$ cat config.mk
export PLATFORM = sky130hd
export DESIGN_NAME = sabo_div
export DESIGN_NICKNAME = d
export VERILOG_FILES = /design/src/rtl/sabo_pkg.sv /design/src/rtl/sabo_div.sv
export SDC_FILE = /design/constraint.sdc
export NUM_CORES = 2
export LEC_CHECK = 0
export BUFFER_PORTS_ARGS = -buffer_cell sky130_fd_sc_hd__clkbuf_2
export CAP_MARGIN = 0
export CELL_PAD_IN_SITES_DETAIL_PLACEMENT = 0
export CELL_PAD_IN_SITES_GLOBAL_PLACEMENT = 1
export CORE_UTILIZATION = 51
export DETAILED_ROUTE_END_ITERATION = 16
export PLACE_DENSITY_LB_ADDON = 0.1
export SLEW_MARGIN = 15
export SYNTH_ARGS = -nofsm -noshare
export SYNTH_HDL_FRONTEND = slang
export SYNTH_SLANG_ARGS = --single-unit
$ cat constraint.sdc
create_clock -name clk -period 14.1 [get_ports clk]
set_input_delay 2.82 -clock clk [delete_from_list [all_inputs] [get_ports clk]]
set_output_delay 2.82 -clock clk [all_outputs]
set_load 0.03 [all_outputs]
$ cat src/rtl/sabo_pkg.sv
package sabo_pkg;

  // Pixel channel width and lane layout (red, green, blue, alpha)
  localparam int PIX_W   = 8;
  localparam int LANES   = 4;
  localparam int COLORS  = 3;
  localparam int LANE_R  = 0;
  localparam int LANE_G  = 1;
  localparam int LANE_B  = 2;
  localparam int LANE_A  = 3;

  // Coverage C = mask * alpha is a fraction over 255 * 255
  localparam int COV_W = 16;
  localparam logic [COV_W-1:0] FULL16 = 16'd65025;

  // Output alpha O is a fraction over 255 * 65025 and fits 24 bits
  localparam int OUT_A_W = 24;

  // Rounded divide: quotient = floor((2N + O) / (2O)), always below 256
  localparam int REM_W = 33;
  localparam int DEN_W = 25;
  localparam int QUO_W = 8;

  // Alpha lane: round(O / 65025) = floor((2O + 65025) / 130050), taken as a
  // multiply by ceil(2^42 / 130050) and a shift, exact for any 25-bit dividend
  localparam int ANUM_W = 25;
  localparam int ARCP_W = 26;
  localparam int ASHIFT = 42;
  localparam int APRD_W = ASHIFT + QUO_W;
  localparam logic [ANUM_W-1:0] ALPHA_BIAS = 25'd65025;
  localparam logic [ARCP_W-1:0] ALPHA_RCP  = 26'd33818121;

  typedef enum logic [1:0] {
    REG_RED   = 2'd0,
    REG_GREEN = 2'd1,
    REG_BLUE  = 2'd2,
    REG_ALPHA = 2'd3
  } sabo_reg_t;

  typedef struct packed {
    logic [PIX_W-1:0] red;
    logic [PIX_W-1:0] green;
    logic [PIX_W-1:0] blue;
    logic [PIX_W-1:0] alpha;
  } sabo_cfg_t;

  // One item in flight through the divider
  typedef struct packed {
    logic [LANES-1:0][REM_W-1:0] rem;
    logic [LANES-1:0][DEN_W-1:0] den;
    logic [LANES-1:0][QUO_W-1:0] quo;
    logic                        bypass;
    logic [LANES-1:0][PIX_W-1:0] dest;
  } sabo_div_t;

endpackage

$ cat src/rtl/sabo_div.sv
module sabo_div (
  input  logic                clk,
  input  logic                rst,
  input  logic                in_valid,
  output logic                in_ready,
  input  sabo_pkg::sabo_div_t in_data,
  output logic                out_valid,
  input  logic                out_ready,
  output sabo_pkg::sabo_div_t out_data
);

  localparam int RW    = sabo_pkg::REM_W;
  localparam int STEPS = sabo_pkg::QUO_W;
  localparam int BW    = $clog2(STEPS);

  sabo_pkg::sabo_div_t stg [STEPS];
  logic                vld [STEPS];
  logic                rdy [STEPS];

  // One restoring step on every color lane: try the divisor at bit position b
  function automatic sabo_pkg::sabo_div_t div_step(input sabo_pkg::sabo_div_t d,
                                                   input logic [BW-1:0] b);
    sabo_pkg::sabo_div_t r;
    logic [RW-1:0]       sh;
    r = d;
    for (int k = 0; k < sabo_pkg::COLORS; k++) begin
      sh = RW'(d.den[k]) << b;
      if (d.rem[k] >= sh) begin
        r.rem[k]    = d.rem[k] - sh;
        r.quo[k][b] = 1'b1;
      end
    end
    return r;
  endfunction

  for (genvar j = 0; j < STEPS; j++) begin : g_step
    sabo_pkg::sabo_div_t prev;
    logic                prev_v;

    if (j == 0) begin : g_first
      assign prev   = in_data;
      assign prev_v = in_valid;
    end else begin : g_next
      assign prev   = stg[j-1];
      assign prev_v = vld[j-1];
    end

    if (j == STEPS - 1) begin : g_last
      assign rdy[j] = !vld[j] || out_ready;
    end else begin : g_mid
      assign rdy[j] = !vld[j] || rdy[j+1];
    end

    // Advance valid with the data
    always_ff @(posedge clk) begin
      if (rst) begin
        vld[j] <= 1'b0;
      end else if (rdy[j]) begin
        vld[j] <= prev_v;
      end
    end

    // Resolve one quotient bit, most significant first
    always_ff @(posedge clk) begin
      if (rdy[j]) begin
        stg[j] <= div_step(prev, BW'(STEPS - 1 - j));
      end
    end
  end

  assign in_ready  = rdy[0];
  assign out_valid = vld[STEPS-1];
  assign out_data  = stg[STEPS-1];

endmodule

==> results.md <==
* Hold buffer count at CTS at 0
* I/O Buffers at roughly 600
* Core Box Area at about 220000 µm²
* Multi-input gate area at between 30000 and 40000 µm²
* RD Place Congestion at between 0.8 and 0.9
* Number of remaining DRC errors at 0
* Post-synth EDFFs at roughly 2400
* Post-DP HPWL at around 180000 µm
* Initial Util at 0.514
* Slew Limit Fails at 0
* Most common cell after layout, fill and taps aside: edfxtp_1
* Syn Std Cell Area at about 110000 µm²
* Die area at 221000 µm²
* Share of layout cells above drive strength 1 at 0.132
* Clock slew at reported path FFs at approximately 0.060 ns
* Initial DRC Count at between 4000 and 5000
* TritonCTS clock tree: done
* Post-synthesis cell count at around 8600
* CTS sink count at 2384
* Most frequent cells in the layout: edfxtp_1 (2384), inv_1 (776), a21oi_1 (706)
* Yosys reg bits at about 2400
* Post-Route WL at between 200000 and 250000 µm
* Relative slew slack at 0.321
* Setup TNS at 0 ns
* Unrepaired setup endpoints after global routing: no
* Nets at just over 10000
* Worst Setup Path Type: input pin to output pin
* Critical path capture point type: output pin
* Crit path required time at 11.28 ns
* Io pins at 600
* GRT Resource Usage Total at 0.210
* Syn Nets at approximately 9600
* Period Utilization, post-route at 0.574
* TritonCTS Buffers at approximately 240
* CP max FO at 22
* Worst slew pin tran at around 1.0 ns
* Setup Buffers After CTS at 0
* Worst-skew pair later-pin latency at about 0.88 ns
* Pin count of the biggest net entering global routing at between 150 and 200
* DRT antenna net count at 0
* Post-synth ARST share at 0
* Worst Clk Skew at about 0.071 ns
* Final Hold Viols at 0
* Area grow syn2layout at 13.0%
* Final Power at about 26 mW
* DIE HEIGHT at roughly 470 µm
* Outcome: finished clean
* CTS Buffer Depth at 3
* First-pass GRT wire length at ~360000 µm
* Leakage at 51.5 nW
* # Max-Cap Violations at 0
* Vias in the first global route at between 60000 and 70000
* GRT overflow at 0
* Register area share after synthesis at 0.641
* Post-CTS sizing at 0
* FP Rows at ~170
* First-pass detailed-route iteration total at 5
* Vias per cell at 5.37
* Final Setup Violations at 0
* Crit path DAT at 5.28 ns
* Register area at 71600 µm²
* Antenna violations before repair at 7
* Wire length per cell at approximately 19 µm
* Worst Hold Class: flop to flop
* Maximum vdd drop at 0.135 mV
* Max Fclk at ~120 MHz
* Startpoint types: input pin
* Htree depth at 4
* Fill cell count at about 17000
* YS warnings at 0
* Period minus WS final at between 8 and 9 ns
* Pwr dens at approximately 200 nW/µm²
* Via Count at between 60000 and 70000
* Primary FF master, synth: edfxtp_1
* Syn avg cell area at 12.9 µm²
* Die width at about 470 µm
* Synth cell types at between 100 and 150
* Root Driver: clkbuf_16
==> where the power goes <==
group / total (mW) / switching (mW) / internal [mW] / leakage [nW]
Clock: 6.37 / 2.68 / 3.69 / 3.86
Sequential: 10.6 / 0.941 / 9.70 / 25.0
Combinational: 8.65 / 4.95 / 3.70 / 22.6
Total: 25.7 / 8.57 / 17.1 / 51.5
==> final timing paths <==
| path | startpoint | endpoint | slack [ns] | cells after the start |
|---|---|---|---|---|
| worst max register to register | vld[1][3] | stg[0][184] | 9.09 | 10 |
| worst max-delay path | out_ready | in_ready | 6.00 | 8 |
| worst min register to register | stg[0][447] | stg[0][744] | 0.38 | 0 |
| worst min-delay path | stg[0][447] | stg[0][744] | 0.38 | 0 |
==> routing by layer <==
layer | track usage | routed length [µm] | vias to the layer above
li1 | - | - | 33348
met1 | 0.342 | 124000 | 31129
met2 | 0.286 | 91800 | 1825
met3 | 0.0289 | 13500 | 328
met4 | 0.0667 | 6620 | 2
met5 | 0 | 13 | -
==> cell usage after synthesis (all sizes together), types with 12 or more instances <==
cell | count | area (µm²)
a21o | 289 | 2170
nor4 | 60 | 382
nor2 | 537 | 2020
nor3b | 16 | 125
inv | 782 | 2940
o31ai | 40 | 324
nand2b | 100 | 626
nor2b | 92 | 576
a221oi | 15 | 150
or3 | 38 | 243
fa | 24 | 480
a31oi | 46 | 294
or4 | 18 | 135
ha | 600 | 7510
o31a | 12 | 105
edfxtp | 2384 | 71600
nand2 | 556 | 2090
o21ai | 514 | 2580
and2 | 18 | 113
o21a | 72 | 541
xnor2 | 350 | 3070
nand3 | 117 | 586
a2111oi | 17 | 205
nand3b | 19 | 143
a211o | 13 | 114
clkbuf | 121 | 454
xor2 | 239 | 2090
a21oi | 709 | 3560
nand4 | 92 | 576
nor4b | 13 | 120
mux2i | 12 | 120
and3 | 63 | 394
a211oi | 43 | 323
buf | 41 | 211
nor3 | 124 | 626
a31o | 13 | 114
nand4b | 18 | 158
a21boi | 15 | 113
o211ai | 27 | 213
o21bai | 76 | 571
or2 | 28 | 175
mux2 | 161 | 1810
==> flip-flops by register name, indices dropped and copies added (netlist names) <==
register	flops
stg	2376
vld	8
==> worst max-delay path, cell delays in order <==
cell and delay, ns:
clkbuf_2 0.08, nor2b_1 0.44, and3_1 0.43, and3_1 0.47
and3_1 0.44, nand2_4 0.06, buf_4 0.26, clkbuf_2 0.24
==> metrics by stage <==
step | setup slack, ns | instances | hold WS [ns] | cell area [µm²] | util
after floorplan | 1.25 | 8634 | 0.400 | 112000 | -
after global placement | 6.02 | 11970 | 0.400 | 118000 | 0.544
after detailed placement | 5.98 | 11970 | 0.405 | 118000 | 0.544
after CTS | 5.96 | 12414 | 0.386 | 126000 | 0.581
after global routing | 5.86 | 12417 | 0.393 | 126000 | 0.581
final | 6.00 | 12417 | 0.380 | 126000 | 0.581
==> kinds of logic after synthesis <==
| logic type | synth area share |
|---|---|
| flip-flops | 0.641 |
| AO/OA/AOI/OAI | 0.109 |
| AND/OR/NAND/NOR | 0.0834 |
| buffers and inverters | 0.0322 |
| adder cells (fa/ha/maj) | 0.0715 |
| XOR/XNOR | 0.0462 |
| multiplexers | 0.0173 |
==> area by class of cell <==
class                           count  area share
Sequential cell                  2384       0.567
Multi-Input combinational cell   5306       0.290
Clock buffer                      266      0.0475
Tap cell                         2854      0.0283
Timing Repair Buffer              644      0.0269
Inverter                          782      0.0236
Clock inverter                    178      0.0164
Antenna cell                        3   0.0000595
(Power assumes the default switching activity.)
