$ cat config.mk
export PLATFORM = sky130hd
export DESIGN_NAME = sabo_weigh
export DESIGN_NICKNAME = d
export VERILOG_FILES = /design/src/rtl/sabo_pkg.sv /design/src/rtl/sabo_weigh.sv
export SDC_FILE = /design/constraint.sdc
export NUM_CORES = 2
export LEC_CHECK = 0
export ABC_AREA = 1
export BUFFER_PORTS_ARGS = -buffer_cell sky130_fd_sc_hd__buf_2
export CAP_MARGIN = 20
export CORE_ASPECT_RATIO = 0.5
export CORE_UTILIZATION = 59
export DETAILED_ROUTE_END_ITERATION = 8
export PLACE_DENSITY = 0.8
export SYNTH_ARGS = -nofsm -noshare
export SYNTH_HDL_FRONTEND = slang
export SYNTH_SLANG_ARGS = --single-unit
$ cat constraint.sdc
create_clock -name clk -period 15.3 [get_ports clk]
set_input_delay 1.53 -clock clk [delete_from_list [all_inputs] [get_ports clk]]
set_output_delay 1.53 -clock clk [all_outputs]
set_load 0.03 [all_outputs]
$ cat src/rtl/sabo_pkg.sv
package sabo_pkg;

  // Pixel channel width and lane layout (red, green, blue, alpha)
  localparam int PIX_W   = 8;
  localparam int LANES   = 4;
  localparam int COLORS  = 3;
  localparam int LANE_R  = 0;
  localparam int LANE_G  = 1;
  localparam int LANE_B  = 2;
  localparam int LANE_A  = 3;

  // Coverage C = mask * alpha is a fraction over 255 * 255
  localparam int COV_W = 16;
  localparam logic [COV_W-1:0] FULL16 = 16'd65025;

  // Output alpha O is a fraction over 255 * 65025 and fits 24 bits
  localparam int OUT_A_W = 24;

  // Rounded divide: quotient = floor((2N + O) / (2O)), always below 256
  localparam int REM_W = 33;
  localparam int DEN_W = 25;
  localparam int QUO_W = 8;

  // Alpha lane: round(O / 65025) = floor((2O + 65025) / 130050), taken as a
  // multiply by ceil(2^42 / 130050) and a shift, exact for any 25-bit dividend
  localparam int ANUM_W = 25;
  localparam int ARCP_W = 26;
  localparam int ASHIFT = 42;
  localparam int APRD_W = ASHIFT + QUO_W;
  localparam logic [ANUM_W-1:0] ALPHA_BIAS = 25'd65025;
  localparam logic [ARCP_W-1:0] ALPHA_RCP  = 26'd33818121;

  typedef enum logic [1:0] {
    REG_RED   = 2'd0,
    REG_GREEN = 2'd1,
    REG_BLUE  = 2'd2,
    REG_ALPHA = 2'd3
  } sabo_reg_t;

  typedef struct packed {
    logic [PIX_W-1:0] red;
    logic [PIX_W-1:0] green;
    logic [PIX_W-1:0] blue;
    logic [PIX_W-1:0] alpha;
  } sabo_cfg_t;

  // One item in flight through the divider
  typedef struct packed {
    logic [LANES-1:0][REM_W-1:0] rem;
    logic [LANES-1:0][DEN_W-1:0] den;
    logic [LANES-1:0][QUO_W-1:0] quo;
    logic                        bypass;
    logic [LANES-1:0][PIX_W-1:0] dest;
  } sabo_div_t;

endpackage

$ cat src/rtl/sabo_weigh.sv
module sabo_weigh (
  input  logic                                          clk,
  input  logic                                          rst,
  input  sabo_pkg::sabo_cfg_t                           cfg,
  input  logic                                          in_valid,
  output logic                                          in_ready,
  input  logic [sabo_pkg::PIX_W-1:0]                    mask,
  input  logic [sabo_pkg::LANES-1:0][sabo_pkg::PIX_W-1:0] dest,
  output logic                                          out_valid,
  input  logic                                          out_ready,
  output sabo_pkg::sabo_div_t                           out_data
);

  localparam int CW = sabo_pkg::COV_W;
  localparam int OW = sabo_pkg::OUT_A_W;
  localparam int RW = sabo_pkg::REM_W;
  localparam int DW = sabo_pkg::DEN_W;
  localparam int PW = 2 * CW;
  localparam int AW = sabo_pkg::APRD_W;
  localparam int QW = sabo_pkg::QUO_W;

  // Stage 1: coverage
  logic                                                   v1;
  logic [CW-1:0]                                          cov1;
  logic [sabo_pkg::LANES-1:0][sabo_pkg::PIX_W-1:0]        dest1;
  logic [sabo_pkg::COLORS-1:0][sabo_pkg::PIX_W-1:0]       src1;

  // Stage 2: first products
  logic                                                   v2;
  logic [CW-1:0]                                          inv2;
  logic [OW-1:0]                                          c255_2;
  logic [OW-1:0]                                          w2;
  logic [sabo_pkg::COLORS-1:0][OW-1:0]                    sc2;
  logic [sabo_pkg::COLORS-1:0][CW-1:0]                    dd2;
  logic                                                   byp2;
  logic [sabo_pkg::LANES-1:0][sabo_pkg::PIX_W-1:0]        dest2;

  // Stage 3: output alpha and second products
  logic                                                   v3;
  logic [OW-1:0]                                          o3;
  logic [sabo_pkg::COLORS-1:0][PW-1:0]                    p3;
  logic [sabo_pkg::COLORS-1:0][PW-1:0]                    s3;
  logic                                                   byp3;
  logic [sabo_pkg::LANES-1:0][sabo_pkg::PIX_W-1:0]        dest3;

  logic                                                   r1;
  logic                                                   r2;
  logic                                                   r3;
  logic                                                   r4;
  logic [CW-1:0]                                          inv1;
  logic [sabo_pkg::COLORS-1:0][PW:0]                      nsum;
  logic [sabo_pkg::ANUM_W-1:0]                            anum;
  logic [AW-1:0]                                          aprod;

  // Advance a stage whenever it is empty or the next one moves
  assign r4       = !out_valid || out_ready;
  assign r3       = !v3 || r4;
  assign r2       = !v2 || r3;
  assign r1       = !v1 || r2;
  assign in_ready = r1;

  always_ff @(posedge clk) begin
    if (rst) begin
      v1        <= 1'b0;
      v2        <= 1'b0;
      v3        <= 1'b0;
      out_valid <= 1'b0;
    end else begin
      if (r1) v1 <= in_valid;
      if (r2) v2 <= v1;
      if (r3) v3 <= v2;
      if (r4) out_valid <= v3;
    end
  end

  // Stage 1: mask times paint alpha
  always_ff @(posedge clk) begin
    if (r1) begin
      cov1  <= CW'(mask) * CW'(cfg.alpha);
      dest1 <= dest;
      src1  <= {cfg.blue, cfg.green, cfg.red};
    end
  end

  assign inv1 = sabo_pkg::FULL16 - cov1;

  // Stage 2: source and destination weights
  always_ff @(posedge clk) begin
    if (r2) begin
      inv2   <= inv1;
      c255_2 <= {cov1, 8'd0} - OW'(cov1);
      w2     <= OW'(dest1[sabo_pkg::LANE_A]) * OW'(inv1);
      for (int k = 0; k < sabo_pkg::COLORS; k++) begin
        sc2[k] <= OW'(src1[k]) * OW'(cov1);
        dd2[k] <= CW'(dest1[k]) * CW'(dest1[sabo_pkg::LANE_A]);
      end
      byp2  <= (cov1 == '0);
      dest2 <= dest1;
    end
  end

  // Stage 3: output alpha, destination term and scaled source term
  always_ff @(posedge clk) begin
    if (r3) begin
      o3 <= c255_2 + w2;
      for (int k = 0; k < sabo_pkg::COLORS; k++) begin
        p3[k] <= PW'(dd2[k]) * PW'(inv2);
        s3[k] <= {sc2[k], 8'd0} - PW'(sc2[k]);
      end
      byp3  <= byp2;
      dest3 <= dest2;
    end
  end

  // Stage 4: build color dividends and divisors, round alpha by reciprocal
  always_comb begin
    for (int k = 0; k < sabo_pkg::COLORS; k++) begin
      nsum[k] = (PW+1)'(s3[k]) + (PW+1)'(p3[k]);
    end
    anum  = {o3, 1'b0} + sabo_pkg::ALPHA_BIAS;
    aprod = AW'(anum) * AW'(sabo_pkg::ALPHA_RCP);
  end

  always_ff @(posedge clk) begin
    if (r4) begin
      for (int k = 0; k < sabo_pkg::COLORS; k++) begin
        out_data.rem[k] <= RW'({nsum[k], 1'b0}) + RW'(o3);
        out_data.den[k] <= DW'({o3, 1'b0});
        out_data.quo[k] <= '0;
      end
      out_data.rem[sabo_pkg::LANE_A] <= '0;
      out_data.den[sabo_pkg::LANE_A] <= '0;
      out_data.quo[sabo_pkg::LANE_A] <= QW'(aprod >> sabo_pkg::ASHIFT);
      out_data.bypass <= byp3;
      out_data.dest   <= dest3;
    end
  end

endmodule

==> impl.org <==
** Status
- The run finished with clean final reports.

** Timing
- Max-Slew Margin vs Limit :: 27.0%
- The total count of hold-check failures in the final report is 0.
- Worst Max-Slew Pin Slew :: around 1.1 ns
- Setup repair after global routing left no endpoint under its margin.
- Share of the cycle needed by the critical path after routing :: about two fifths
- Min Clock Period, post-route :: ~6.4 ns
- The number of pins with negative max-slew slack in the final report is 0.
- Number of endpoints failing setup at the final stage :: 0
- Final TNS setup :: 0 ns
- Clock Skew :: about 0.045 ns
- The worst path meets setup with 8.92 ns of slack.
- Achievable Freq :: around 160 MHz

** Critical path
- Delay contributed by the slowest stage of the critical path :: 0.86 ns
- STA classifies the critical path endpoint as a register.
- Critical Path Start :: o3[16]
- Critical path required time :: 15.72 ns
- Count of buffer and inverter cells on the critical path :: 6
- The most critical setup path has its endpoint at out_data[61].
- STA puts the critical path data arrival time at roughly 6.8 ns.
- Depth of the most critical reg-to-reg path :: 28
- Crit. path cell count :: 28
- The worst setup path is launched from a register.
- Startpoint of the most critical register-to-register path :: o3[16]
- Largest fanout on the critical path :: 6
- The setup path with the least slack is of type register to register.
- Worst reg-to-reg setup slack :: ~8.9 ns
- On the critical path, the stage with the largest delay is an instance of sky130_fd_sc_hd__edfxtp_1.
- Kind of cell with the highest combined delay on the critical path :: adder cells
- In this design, the critical path's most frequently occurring cell is sky130_fd_sc_hd__inv_1.
- In this run the critical register-to-register path is captured at out_data[61].

** Clock tree
- Post-CTS repair changed the size of 0 cells.
- TritonCTS built the clock tree.
- Cell chosen for the clock root :: sky130_fd_sc_hd__clkbuf_16
- The clock tree synthesis step divided the H-tree into 3 levels.
- Clock buffer count from CTS :: 74
- The clock net in this run drives a total of approximately 700 sinks.
- Maximum number of buffers from clock root to sink :: 3
- Hold-fix buffers at CTS :: 0
- After clock tree synthesis, the clock-pin slew on the worst setup and hold paths is ~0.07 ns.
- The number of setup buffers added after CTS is 0.
- The later pin in the worst-skew pair is clocked with a latency of 0.70 ns.

** GRT
- The via count of the first global-routing pass is 75600.
- Largest net degree at the start of global routing :: 98
- The first global-routing pass estimated 398000 um of wire.
- Global-route usage over all layers :: between 30% and 40%
- GRT overflow :: 0
- Antenna violations before repair :: 14

** Placement
- Including well taps, the total number of placed cells is roughly 13000.
- The congestion estimate from routability-driven global placement came to 1.01.
- HPWL after DPL :: roughly 200000 um
- Post-DP Area :: 97100 sq um
- Count of port buffers added during placement :: 289
- Worst setup slack before clock tree synthesis :: about 9 ns

** Layout
- Layout net count :: around 14000
- Summing all multi-input logic gate instances after layout gives 62100 sq um.
- Layout filler cell count :: approximately 13000
- Final standard cell count with taps included and fillers excluded :: between 10000 and 15000
- Share of final-layout standard cells stronger than drive strength 1 :: 5.41%
- With fillers left out, the area of the finished cells amounts to 99700 sq um.
- Synthesis-to-layout area growth :: 5.50%
- Sequential cell area :: 21100 sq um

** Drt
- Residual antenna-violating net count after detailed routing :: 0
- In the routed layout, each cell is associated on average with a via count of 5.55.
- Number of violations reported at the end of detailed-routing iteration 0 :: 6603
- Detail-routed net length per standard cell :: 18.6 um
- The first detailed-routing pass took 6 iterations.
- After detailed routing, the number of remaining DRC violations is 0.
- The routed design has 249000 um of wire.
- Routed via count :: 74400

** Floorplan
- The die is 285 um tall.
- Die footprint :: between 150000 and 200000 sq um
- Die X :: 568 um
- roughly 380 I/O pins were placed.
- The total area inside the core boundary comes to between 150000 and 200000 sq um.
- Std cell rows :: just over 100
- Initial core utilization :: between 50% and 60%

** Logic synthesis
- Post-synthesis mux area share :: 0%
- After Yosys synthesis, XOR and XNOR cells account for 4.69% of the synthesized area.
- Synth top area cells :: sky130_fd_sc_hd__fa_1 (24%), sky130_fd_sc_hd__edfxtp_1 (22%), sky130_fd_sc_hd__ha_1 (14%), sky130_fd_sc_hd__nand2_1 (11%), sky130_fd_sc_hd__inv_1 (9.8%)
- In this run, synthesis produced a sequential element count of 703.
- The synthesized netlist devotes between 15 and 20% of its cell area to simple gates.
- sky130_fd_sc_hd__fa_1 takes more of the synthesized area than any other cell.
- Synth Warn # :: 0
- Area fraction in compound gates after synthesis :: 6.03%
- Summing the areas of all fa, ha and maj instances in the mapped netlist gives 38.3% of the synthesized area.
- Yosys mapped a number of flops with a built-in enable equal to about 700.
- Gate Count Post-Synth :: 11200
- In the synthesized netlist, the cells that appear most often are sky130_fd_sc_hd__nand2_1 (2722), sky130_fd_sc_hd__inv_1 (2478), sky130_fd_sc_hd__fa_1 (1129).
- The most common cell in the synthesized netlist is sky130_fd_sc_hd__nand2_1.
- Share of the yosys chip area belonging to registers :: between 20% and 30%
- Most used flip-flop cell after synthesis :: sky130_fd_sc_hd__edfxtp_1
- Largest family of logic cells by synthesized area :: adder cells
- In this run the mean area of a mapped cell was 8.44 sq um.
- The number of different library cells used by synthesis comes to 61.
- Share of the synthesized area in the top cell type :: 23.9%
- Of all flip-flops after synthesis, the portion carrying an async set or reset was 0%.
- After synthesis the cells add up to 94500 sq um.

** Run
- The tool flagged a number of max-cap violations equal to 0.

** Min path
- The tightest min-delay check is of the register to register type.
[worst min-delay path by stage]
| stage | start | endpoint | slack [ns] | cells after the start |
|---|---|---|---|---|
| 6_report | dest2[20] | dest3[20] | 0.41 | 0 |
| 5_1_grt | dest2[3] | dest3[3] | 0.42 | 0 |
| 4_1_cts | dest2[20] | dest3[20] | 0.42 | 0 |
| 3_5_place_dp | dest2[11] | dest3[11] | 0.40 | 0 |
| 3_3_place_gp | dest2[4] | dest3[4] | 0.40 | 0 |
| 2_1_floorplan | byp2 | byp3 | 0.40 | 0 |
[cells by family (layout without fill, tap and decap cells)]
| group | Yosys count | in the layout |
|---|---|---|
| AOI/OAI and AO/OA | 1023 | 1023 |
| xor gates and xnor gates | 506 | 506 |
| adders and majority gates | 2218 | 2218 |
| buffers and inverters | 2973 | 2978 |
| DFF | 703 | 703 |
| other | 1 | 86 |
| and+or+nand+nor | 3781 | 3781 |
[final cells by class]
type                            count  area share, %
Multi-Input combinational cell   7613           62.2
Antenna cell                        1        0.00251
Clock buffer                       80           1.88
Sequential cell                   703           21.1
Clock inverter                     57          0.798
Inverter                         2488           9.39
Timing Repair Buffer              353           1.94
Tap cell                         2100           2.63
[registers in the layout, indices dropped and copies added (netlist names), 16 cells and up]
signal,count
c255_2,24
cov1,16
dd2,48
dest1,32
dest2,32
dest3,32
inv2,16
o3,24
out_data,161
p3,96
s3,96
sc2,72
src1,24
w2,24
[metrics by stage]
step / hold WS [ns] / utilization, %
floorplan: 0.400 / -
global placement: 0.401 / 61.3
detailed placement: 0.405 / 61.3
CTS: 0.416 / 63.0
global route: 0.422 / 63.0
finish: 0.414 / 63.0
[metal layers]
| layer | track usage [%] | vias to the layer above | part of all wire (%) |
|---|---|---|---|
| li1 | - | 34400 | - |
| met1 | 42.7 | 36000 | 41 |
| met2 | 49.8 | 3445 | 45 |
| met3 | 6.92 | 552 | 11 |
| met4 | 9.36 | 8 | 3.0 |
| met5 | 0 | - | 0.023 |
[worst reg2reg max path, delay by kind of cell (launching register included)]
family                     cells  cell delay [ns]
AOI/OAI and AO/OA              1             0.17
xor gates and xnor gates       3             0.60
adders and majority gates      7             2.59
buffers and inverters          6             0.54
DFF                            1             0.86
and+or+nand+nor               11             1.38
[cell usage in the layout (no fill, tap or decap), types with 148 or more instances in the layout]
cell,synthesis,layout
sky130_fd_sc_hd__xor2_1,358,358
sky130_fd_sc_hd__nand2_1,2722,2721
sky130_fd_sc_hd__edfxtp_1,699,699
sky130_fd_sc_hd__o21ai_0,236,236
sky130_fd_sc_hd__ha_1,1089,1089
sky130_fd_sc_hd__fa_1,1129,1129
sky130_fd_sc_hd__nor2_1,509,509
sky130_fd_sc_hd__inv_1,2478,2475
sky130_fd_sc_hd__xnor2_1,148,148
sky130_fd_sc_hd__a21oi_1,523,523
sky130_fd_sc_hd__buf_2,6,289
sky130_fd_sc_hd__nand3_1,233,233
Power is left out: the tool's default activity adds up to more than one toggle a clock period on the data nets, which glitch-free logic cannot reach.
